**config.mk**
```make
export PLATFORM = sky130hd
export DESIGN_NAME = ohlc_vol_acc
export DESIGN_NICKNAME = d
export VERILOG_FILES = /design/src/design/ohlc_vol_acc.sv
export SDC_FILE = /design/constraint.sdc
export NUM_CORES = 1
export LEC_CHECK = 0
export BUFFER_PORTS_ARGS = -buffer_cell sky130_fd_sc_hd__buf_2
export CAP_MARGIN = 30
export CELL_PAD_IN_SITES_DETAIL_PLACEMENT = 0
export CELL_PAD_IN_SITES_GLOBAL_PLACEMENT = 1
export CORE_ASPECT_RATIO = 0.9
export CORE_MARGIN = 3
export CORE_UTILIZATION = 41
export DETAILED_ROUTE_END_ITERATION = 10
export PLACE_DENSITY_LB_ADDON = 0.1
export SLEW_MARGIN = 0
export SYNTH_ARGS = -nofsm -noshare
export SYNTH_HDL_FRONTEND = slang
export SYNTH_SLANG_ARGS = --single-unit
```
**constraint.sdc**
```tcl
create_clock -name vclk -period 8.5
set_input_delay 0 -clock vclk [all_inputs]
set_output_delay 0 -clock vclk [all_outputs]
set_load 0.02 [all_outputs]
```
**src/design/ohlc_vol_acc.sv**
```systemverilog
// Saturating volume accumulator: adds one row volume to the running sum
// and clamps to the signed range of the sum. Depends on no package.
module ohlc_vol_acc #(
  parameter int VALUE_WIDTH  = 32,
  parameter int VOLUME_WIDTH = 48
) (
  input  logic                           en,
  input  logic signed [VOLUME_WIDTH-1:0] sum_in,
  input  logic signed [VALUE_WIDTH-1:0]  add_in,
  output logic signed [VOLUME_WIDTH-1:0] sum_out
);

  localparam int EXT_W = ((VOLUME_WIDTH > VALUE_WIDTH) ? VOLUME_WIDTH : VALUE_WIDTH) + 1;
  localparam logic signed [EXT_W-1:0] SUM_MAX = (EXT_W'(1) << (VOLUME_WIDTH - 1)) - EXT_W'(1);
  localparam logic signed [EXT_W-1:0] SUM_MIN = ~SUM_MAX;

  logic signed [EXT_W-1:0] sum_ext;
  logic signed [EXT_W-1:0] add_ext;
  logic signed [EXT_W-1:0] total;

  assign sum_ext = {{(EXT_W - VOLUME_WIDTH){sum_in[VOLUME_WIDTH-1]}}, sum_in};
  assign add_ext = {{(EXT_W - VALUE_WIDTH){add_in[VALUE_WIDTH-1]}}, add_in};
  // exact in EXT_W bits: both operands fit in one bit less
  assign total   = sum_ext + add_ext;

  always_comb begin
    if (!en) begin
      sum_out = sum_in;
    end else if (total > SUM_MAX) begin
      sum_out = SUM_MAX[VOLUME_WIDTH-1:0];
    end else if (total < SUM_MIN) begin
      sum_out = SUM_MIN[VOLUME_WIDTH-1:0];
    end else begin
      sum_out = total[VOLUME_WIDTH-1:0];
    end
  end

endmodule

```
== After elaboration in Yosys (flattened, before gate mapping) ==
Cells that the tools add are included.
Widths: inputs -> output; s select.

* Memories: 0
* Bits in registers: 0
* RAM bits: 0
* ROM bits: 0
* Latch bits: 0
* Word-level logic and storage cells: 6
* Output and inout port bits: 48
* Bits of input ports: 81

* Multiplexer cells: 3
* Div/mod/pow operators: 0
* Reduce and logical (&&, ||, !) cells: 0
* $lt $le $gt $ge: 2
* Add/subtract/negate cells: 1
* Eq/ne operators: 0
* Shifts and indexed selects: 0
* Multiply operators: 0
* Bitwise logic cells: 0

{| class="wikitable"
|+ Operators by type and width
! operator !! count
|-
| $mux 48 || 3
|-
| $add 48x32->49 || 1
|-
| $gt 49x48->1 const B || 1
|-
| $lt 49x48->1 const B || 1
|}

== Longest topological paths before layout ==
Gate-level depths: netlist of run 1.

* Depth after elaboration: 5
* Gate-level depth with buffers: 13
* Depth with buffers taken out: 12

== Least setup slack after synthesis of run 1 ==
No wires, ideal clock.

* Path type: input to output
* Start: input port sum_in[0]
* End: output port sum_out[27]
* Path slack: 5.511 ns
* Arrival time: 2.989 ns
* Stages: 13
* Data required time: 8.500 ns
* Path buffers: 1
* Cell sequence: ha_1 inv_1 fa_1 nand2b_1 a21oi_1 o21ai_1 o31ai_4 nand4_1 a2111o_1 a21oi_2 o21ai_4 buf_4 o22ai_1

* Cells in the longest elaborated chain, start to end: 5
* Elaborated cells between the ends (all ways): 6
* Those cells by class: add/sub: 1; order compare: 2; mux: 3

{| class="wikitable"
|+ Ends and longest elaborated chain
! what !! line !! text
|-
| start: declaration || 8 || <nowiki>input logic signed [VOLUME_WIDTH-1:0] sum_in,</nowiki>
|-
| $add 48x32->49 (*) || 24 || <nowiki>assign total = sum_ext + add_ext;</nowiki>
|-
| $lt 49x48->1 || 31 || <nowiki>end else if (total < SUM_MIN) begin</nowiki>
|-
| $mux 48 || 31 ||
|-
| $mux 48 (*) || 29 || <nowiki>end else if (total > SUM_MAX) begin</nowiki>
|-
| $mux 48 (*) || 27 || <nowiki>if (!en) begin</nowiki>
|-
| end: declaration || 10 || <nowiki>output logic signed [VOLUME_WIDTH-1:0] sum_out</nowiki>
|}

Mark *: on every way between the ends. The rest lies on a longest branch, timed or not.

== Worst setup path in the final report of run 1 ==
* Start: input port sum_in[0]
* End: output port sum_out[21]

The elaborated chain is that of the path after synthesis.

==> reports/qor.yml, run 1 <==
status: "completed"
crit_arrival_ns: 3.91
p_sw_uw: 284
die_area_um2: 11000
clockPowerShare: 0
die_x_um: 110
cts_resized: 0
dr.pass1.iters: 5
rows: 33
fin_nets: 819
numPortBuffers: 129
cp_top_family: "compound AO/OA/AOI/OAI gates"
rsz0062_at_grt: "false"
grtUsageMet3: 0.00707
cp-end-kind: "output port"
grt_usage: 0.210
yosysTopAreaCell: "ha_1"
routed_via_density: 5.72
first_global_vias: 4271
drv_cap: 0
fmax_mhz: 256
setup_viol: 0
area_delta_synth_final_pct: 16.4
crit_top_cell: "buf_2"
grt_busiest_layer: "met2"
yosysWarnings: 0
ys_types: 68
worstPathCellList: "buf_2 > ha_1 > inv_1 > fa_1 > nand2b_1 > a21oi_1 > o21ai_1 > o31ai_4 > nand4_1 > a2111o_1 > a21oi_2 > o21ai_4 > buf_4 > o22ai_2 > buf_2"
seq_area_um2: 0
antenna_found_initial: 0
netlist_instances: 582
synth.top_cells.by_area: "ha_1 15%, o22ai_2 12%, a21oi_1 7.5%, inv_1 5.1%, nor2_1 5.0%"
hold_buffers: 0
drt_iter0_drc: 145
grt_overflow_total: 0
final_core_util: 0.501
start_util: 0.430
hold_path_class: "primary input to output port"
drc: 0
swShare: 0.611
worstPathRequired_ns: 8.50
combPwrFrac: 1.000
worstHoldStart: "sum_in[27]"
syn_area_um2: 4010
dp_hpwl_um: 9940
gr-usage-met2: 0.344
die_h_um: 99.9
relSlewSlack: 0.376
clkbuf_count: 0
synth_top_cell_area_share: 0.150
synthesis.nets: 712
drt_wl_total_um: 12200
nFillCells: 994
final_area_um2: 4670
layout-drive-gt1-share: 0.288
p_int_uw: 180
p_leak_nw: 2.25
path_max_fanout: 22
wl_per_cell_um: 15.1
timing.final.crit_share: 0.460
mostFrequentLayoutCells: "129 x buf_2, 60 x a21oi_1, 55 x inv_1"
power.density_nw_per_um2: 99.3
grt_util_met1: 0.316
cp_slowest_stage_delay_ns: 0.56
cts_setup_buffers: 0
cp_slowest_cell: "a2111o_1"
period_minus_slack_ns: 3.91
dpl_cell_area_um2: 4670
startpoint: "sum_in[0]"
ant_nets: 0
setup.worst_path.start_class: "primary input"
fin_tns_setup_ns: 0
critPathBufInv: 4
synth-seq-area-share: 0
core_um2: 9330
path_class: "primary input to output port"
multi_input_area_um2: 3650
grt_pass1_wl_um: 19700
io_pins: 129
grt_max_degree: 55
postSynthAreaPerCell_um2: 6.90
ir_drop_mv: 0.0365
vias: 4629
drv_slew: 0
nFlopsAndLatches: 0
whs_ns: 0.366
place_congestion: 0.856
p_seq_frac: 0
worst_pin_slew_ns: 0.912
min_to: "sum_out[27]"
hold_depth: 4
finalHoldViolCount: 0
n_antenna_cell: 0
mostFrequentLayoutCell: "buf_2"
[cells in the mapped netlist, types with 2 or more instances]
cell       instances
nand4_1           11
a21oi_2            6
nor3_1            10
and4_1             3
or3_1              5
clkbuf_1          12
a21o_1            15
buf_6              5
nor4_1             2
a21oi_1           60
and2_1             3
xnor2_1           20
nand2_1           43
a2111o_1           2
a211oi_1          10
a41o_1             2
a31oi_1            7
buf_4              4
o21bai_1           7
o31a_1             2
o21ai_1            5
nor2_2             5
o31ai_1            3
and3_1             4
o211a_1            2
o22ai_2           39
inv_1             55
a221oi_1           2
nand3_1           14
o21a_1             4
nand2b_1           7
o22ai_1            2
ha_1              48
nor2b_1            8
o211ai_1           6
xor2_1            17
nor2_1            54
o221ai_2           3
buf_2              6
a31o_2             2
a2bb2oi_1          2
o21ai_0           39
[through the flow]
step | worst slack (ns) | power (mW) | std cells
after floorplan | 5.51 | 0.353 | 582
after global placement | 4.62 | 0.460 | 809
after detailed placement | 4.52 | 0.462 | 809
after CTS | 4.50 | 0.465 | 809
after global routing | 4.16 | 0.512 | 809
final | 4.59 | 0.464 | 809
[layer usage]
layer  share of wire  up-vias
li1                -     2377
met1            0.50     2123
met5               0        -
met4          0.0071        0
met2            0.44      123
met3           0.046        6
[layout make-up]
type,count,share of cell area
Multi-Input combinational cell,500,0.780
Timing Repair Buffer,132,0.143
Tap cell,122,0.0327
Inverter,55,0.0442
[kinds of logic (layout without fill, tap and decap cells)]
group | count (synthesis) | count (layout) | synth area share
XOR/XNOR | 37 | 37 | 0.0807
adder cells (fa/ha/maj) | 50 | 50 | 0.157
AO/OA/AOI/OAI | 236 | 236 | 0.454
AND/OR/NAND/NOR | 175 | 175 | 0.211
buffers and inverters | 82 | 187 | 0.0916
multiplexers | 2 | 2 | 0.00530
[worst max-delay path by stage]
stage                       end  slack (ns)  cells past startpoint
finish              sum_out[21]        4.59                     15
global route        sum_out[21]        4.16                     12
CTS                 sum_out[21]        4.50                     13
detailed placement  sum_out[21]        4.52                     13
global placement     sum_out[3]        4.62                     13
floorplan           sum_out[27]        5.51                     13
[tightest hold or removal path, delay by kind of cell]
| kind | cells | cell delay, ns |
|---|---|---|
| AO/OA/AOI/OAI | 1 | 0.06 |
| buffers and inverters | 3 | 0.30 |
[power by group through the flow]
stage,Clock (mW),Sequential [mW],Combinational [mW]
3_3_place_gp,0,0,0.460
3_5_place_dp,0,0,0.462
2_1_floorplan,0,0,0.353
6_report,0,0,0.464
4_1_cts,0,0,0.465
5_1_grt,0,0,0.512
No activity file was read; power rests on OpenSTA's default activity.
==> run 2, diff against run 1 <==
--- a/config.mk
+++ b/config.mk
@@ -11,7 +11,7 @@
 export CELL_PAD_IN_SITES_GLOBAL_PLACEMENT = 1
 export CORE_ASPECT_RATIO = 0.9
 export CORE_MARGIN = 3
-export CORE_UTILIZATION = 41
+export CORE_UTILIZATION = 34
 export DETAILED_ROUTE_END_ITERATION = 10
 export PLACE_DENSITY_LB_ADDON = 0.1
 export SLEW_MARGIN = 0
==> constraint.sdc (replaced) <==
create_clock -name vclk -period 3.29
set_input_delay 0 -clock vclk [all_inputs]
set_output_delay 0 -clock vclk [all_outputs]
set_load 0.02 [all_outputs]
==> reports/qor.yml, run 2 (synthesis gave the netlist of run 1 again) <==
path_max_fanout: 10  # -55%
die_x_um: 121  # +9.3%
timing.final.crit_share: 0.947
core_um2: 11200  # +20%
n_antenna_cell: 0  # unchanged
seq_area_um2: 0  # unchanged
worstPathRequired_ns: 3.29  # -5.21 ns
mostFrequentLayoutCells: "117 x buf_2, 59 x a21oi_1, 55 x inv_1"
area_delta_synth_final_pct: 24.5
grt_max_degree: 29  # -47%
power.density_nw_per_um2: 261  # +160%
fin_nets: 842  # +2.8%
period_minus_slack_ns: 3.11
setup.worst_path.start_class: "primary input"
routed_via_density: 5.51  # -3.7%
p_int_uw: 533  # +200%
finalHoldViolCount: 0  # unchanged
ant_nets: 0  # unchanged
p_seq_frac: 0  # unchanged
hold_path_class: "primary input to output port"
dr.pass1.iters: 5  # unchanged
rows: 36  # +9.1%
drt_iter0_drc: 329  # +130%
first_global_vias: 4449  # +4.2%
grt_pass1_wl_um: 21800  # +11%
dpl_cell_area_um2: 4890  # +4.7%
grt_overflow_total: 0  # unchanged
cp-end-kind: "output port"
status: "completed"
crit_arrival_ns: 3.11  # -0.80 ns
setup_viol: 0  # unchanged
p_leak_nw: 2.39  # +6.5%
nFlopsAndLatches: 0  # unchanged
drv_slew: 0  # unchanged
fmax_mhz: 321
grt_usage: 0.193  # -0.0167
place_congestion: 0.911  # +6.5%
hold_depth: 4  # unchanged
fin_tns_setup_ns: 0  # unchanged
clockPowerShare: 0  # unchanged
die_area_um2: 13100  # +19%
ir_drop_mv: 0.104  # +180%
relSlewSlack: 0.485  # +0.109
mostFrequentLayoutCell: "buf_2"
layout-drive-gt1-share: 0.320  # +0.0315
path_class: "primary input to output port"
worst_pin_slew_ns: 0.773  # -0.140 ns
clkbuf_count: 0  # unchanged
rsz0062_at_grt: "true"
final_area_um2: 5000  # +7.0%
die_h_um: 109  # +9.2%
drt_wl_total_um: 13500  # +11%
vias: 4750  # +2.6%
drv_cap: 0  # unchanged
drc: 0  # unchanged
dp_hpwl_um: 11200  # +13%
p_sw_uw: 772  # +170%
wl_per_cell_um: 15.7  # +3.7%
swShare: 0.592  # -0.0198
io_pins: 129  # unchanged
start_util: 0.359  # -0.0708
combPwrFrac: 1.000  # about the same
antenna_found_initial: 0  # unchanged
numPortBuffers: 129  # unchanged
## run 2: cell count changes in the layout (fill, tap and decap cells not counted), moves of 2 or more
cell / previous run / this run
buf_12: 0 / 2
buf_6: 0 / 4
buf_2: 129 / 117
buf_4: 3 / 32
## run 2: final cells by class
type | instances | area [µm²]
fillers | 1253 | 6170
repair buffers | 155 | 911
well taps | 152 | 190
inverters | 55 | 206
multi-input cells | 500 | 3690
## run 2: metrics by stage
| stage | cells | total power [mW] | util | setup WS [ns] | hold slack, ns |
|---|---|---|---|---|---|
| after floorplan | 582 | 0.913 | - | 0.301 | 0.154 |
| after global placement | 860 | 1.25 | 0.438 | 0.112 | 0.359 |
| after detailed placement | 860 | 1.26 | 0.438 | -0.0162 | 0.363 |
| after CTS | 860 | 1.27 | 0.439 | 0.0128 | 0.364 |
| after global routing | 862 | 1.43 | 0.447 | -0.0294 | 0.387 |
| final | 862 | 1.30 | 0.447 | 0.176 | 0.361 |
## run 2: timing repair
| item | CTS | global route |
|---|---|---|
| buffers inserted | 0 | 1 |
| endpoints found under the setup margin | 11 | 47 |
| pin swaps | 0 | 3 |
| hold buffers | 0 | 0 |
| gates resized for setup | 2 | 25 |
| gates cloned | 0 | 1 |
## run 2: critical path, stage by stage
cell	delay [ns]
buf_2	0.12
ha_1	0.37
o211ai_1	0.12
o211a_1	0.25
a2111o_1	0.45
a211oi_2	0.35
o211ai_2	0.18
and3b_4	0.24
a2111oi_4	0.31
buf_4	0.21
buf_6	0.16
nor2_1	0.07
o22ai_2	0.10
buf_4	0.17
## run 2: path summary, 6_finish.rpt
check | slack, ns | end | from
setup / recovery | 0.18 | sum_out[18] | sum_in[2]
hold / removal | 0.36 | sum_out[46] | sum_in[46]
## run 2: routing by layer
layer	track usage	part of all wire
met5	0	0
met2	0.309	0.43
met4	0.00485	0.0016
met1	0.301	0.51
met3	0.00726	0.059
## run 2: power groups by stage
stage                     Sequential [mW]  Clock [mW]  Combinational [mW]
after floorplan                         0           0               0.913
after global placement                  0           0                1.25
after detailed placement                0           0                1.26
after CTS                               0           0                1.27
after global routing                    0           0                1.43
final                                   0           0                1.30
==> run 3, diff against run 2 <==
--- a/config.mk
+++ b/config.mk
@@ -13,7 +13,7 @@
 export CORE_MARGIN = 3
 export CORE_UTILIZATION = 34
 export DETAILED_ROUTE_END_ITERATION = 10
-export PLACE_DENSITY_LB_ADDON = 0.1
+export PLACE_DENSITY = 0.88
 export SLEW_MARGIN = 0
 export SYNTH_ARGS = -nofsm -noshare
 export SYNTH_HDL_FRONTEND = slang
==> reports/qor.yml, run 3 (synthesis gave the netlist of run 1 again) <==
die_x_um: 121  # unchanged
place_congestion: 0.910  # -0.12%
area_delta_synth_final_pct: 23.6
dp_hpwl_um: 11400  # +1.8%
first_global_vias: 4521  # +1.6%
grt_pass1_wl_um: 21800  # about the same
status: "completed"
finalHoldViolCount: 0  # unchanged
crit_cells: 12  # -2
dpl.cell_count: 858  # -0.23%
timing.final.crit_share: 0.956  # +0.00926
clockPowerShare: 0  # unchanged
grt_overflow_total: 0  # unchanged
min_to: "sum_out[46]"
grt_max_degree: 33  # +14%
p_leak_nw: 2.38  # -0.61%
stdcell_count: 860  # -0.23%
p_int_uw: 528  # -0.92%
die_h_um: 109  # unchanged
numPortBuffers: 129  # unchanged
combPwrFrac: 1.000  # about the same
seq_area_um2: 0  # unchanged
fin_ws_ns: 0.146  # -0.0305 ns
final_core_util: 0.444  # -0.00325
start_util: 0.359  # unchanged
antenna_found_initial: 0  # unchanged
ir_drop_mv: 0.108  # +4.5%
dr.pass1.iters: 5  # unchanged
io_pins: 129  # unchanged
cp_top_family: "compound AO/OA/AOI/OAI gates"
layout-drive-gt1-share: 0.316  # -0.00333
mostFrequentLayoutCell: "buf_2"
cp_slowest_cell: "o41ai_1"
cp_slowest_stage_delay_ns: 0.48  # +0.03 ns
n_antenna_cell: 0  # unchanged
path_max_fanout: 11  # +1
drc: 0  # unchanged
power.density_nw_per_um2: 263  # +0.88%
swShare: 0.596  # +0.00437
core_um2: 11200  # unchanged
fin_nets: 840  # -0.24%
cp-end-kind: "output port"
rows: 36  # unchanged
worstPathRequired_ns: 3.29  # about the same
ant_nets: 0  # unchanged
mostFrequentLayoutCells: "122 x buf_2, 58 x a21oi_1, 55 x inv_1"
nFlopsAndLatches: 0  # unchanged
critPathBufInv: 3  # -1
drv_cap: 0  # unchanged
p_seq_frac: 0  # unchanged
drt_iter0_drc: 357  # +8.5%
hold_depth: 4  # unchanged
worstPathCellList: "buf_2 > buf_4 > ha_1 > nand2_1 > o21ai_0 > o41ai_1 > o21ai_0 > a21oi_2 > a21oi_4 > maj3_1 > mux2_2 > buf_2"
setup_viol: 0  # unchanged
relSlewSlack: 0.451  # -0.0337
drv_slew: 0  # unchanged
routed_via_density: 5.65  # +2.4%
final_area_um2: 4960  # -0.73%
die_area_um2: 13100  # unchanged
vias: 4855  # +2.2%
path_class: "primary input to output port"
hold_path_class: "primary input to output port"
wl_per_cell_um: 16.0  # +1.8%
place_ws_ns: 0.0116  # +0.0278 ns
power_mw: 1.31  # +0.15%
p_sw_uw: 779  # +0.89%
drt_wl_total_um: 13700  # +1.6%
fmax_mhz: 318  # -0.97%
worst_pin_slew_ns: 0.823  # +0.0505 ns
dpl_cell_area_um2: 4880  # -0.31%
period_minus_slack_ns: 3.14  # +0.0305 ns
setup.worst_path.start_class: "primary input"
clkbuf_count: 0  # unchanged
crit_arrival_ns: 3.14  # +0.03 ns
grt_usage: 0.193  # about the same
worstHoldStart: "sum_in[46]"
run 3: worst min-delay path: cells and delay by family:
family                 cells  cell delay (ns)
AND/OR/NAND/NOR            2             0.11
buffers and inverters      2             0.25
run 3: how the worst max path moves through the flow:
stage             endpoint  slack, ns        from
2_1_floorplan  sum_out[27]       0.30   sum_in[0]
3_3_place_gp    sum_out[0]       0.04  add_in[31]
3_5_place_dp   sum_out[45]       0.01   sum_in[0]
4_1_cts        sum_out[45]       0.02   sum_in[0]
5_1_grt        sum_out[16]     -0.003   sum_in[0]
6_report        sum_out[0]       0.15  add_in[31]
run 3: timing repair:
action / 4_1_cts / 5_1_grt
resized for setup: 0 / 16
buffers inserted: 0 / 1
endpoints found under the setup margin: 0 / 47
hold buffers: 0 / 0
run 3: per-stage QoR:
stage	TNS, ns	hold WS [ns]
finish	0	0.365
global route	-0.00657	0.382
global placement	0	0.363
CTS	0	0.368
detailed placement	0	0.366
floorplan	0	0.154
run 3: layer usage:
layer	part of all wire	routed length (µm)	global-route usage	up-vias
met5	0	0	0	-
met4	0.0071	97	0.0138	0
met3	0.051	694	0.00830	8
met2	0.45	6160	0.327	161
met1	0.49	6770	0.283	2274
li1	-	-	-	2412
run 3: layout make-up:
type	instances	area [µm²]
tap	152	190
timing repair buffer	153	886
inverter	55	206
fill	1208	6210
multi-input combinational	500	3680
run 3: power by group through the flow:
stage                     Combinational [mW]  Sequential (mW)  Clock, mW
after detailed placement                1.26                0          0
final                                   1.31                0          0
after global routing                    1.42                0          0
after global placement                  1.24                0          0
after CTS                               1.26                0          0
after floorplan                        0.913                0          0
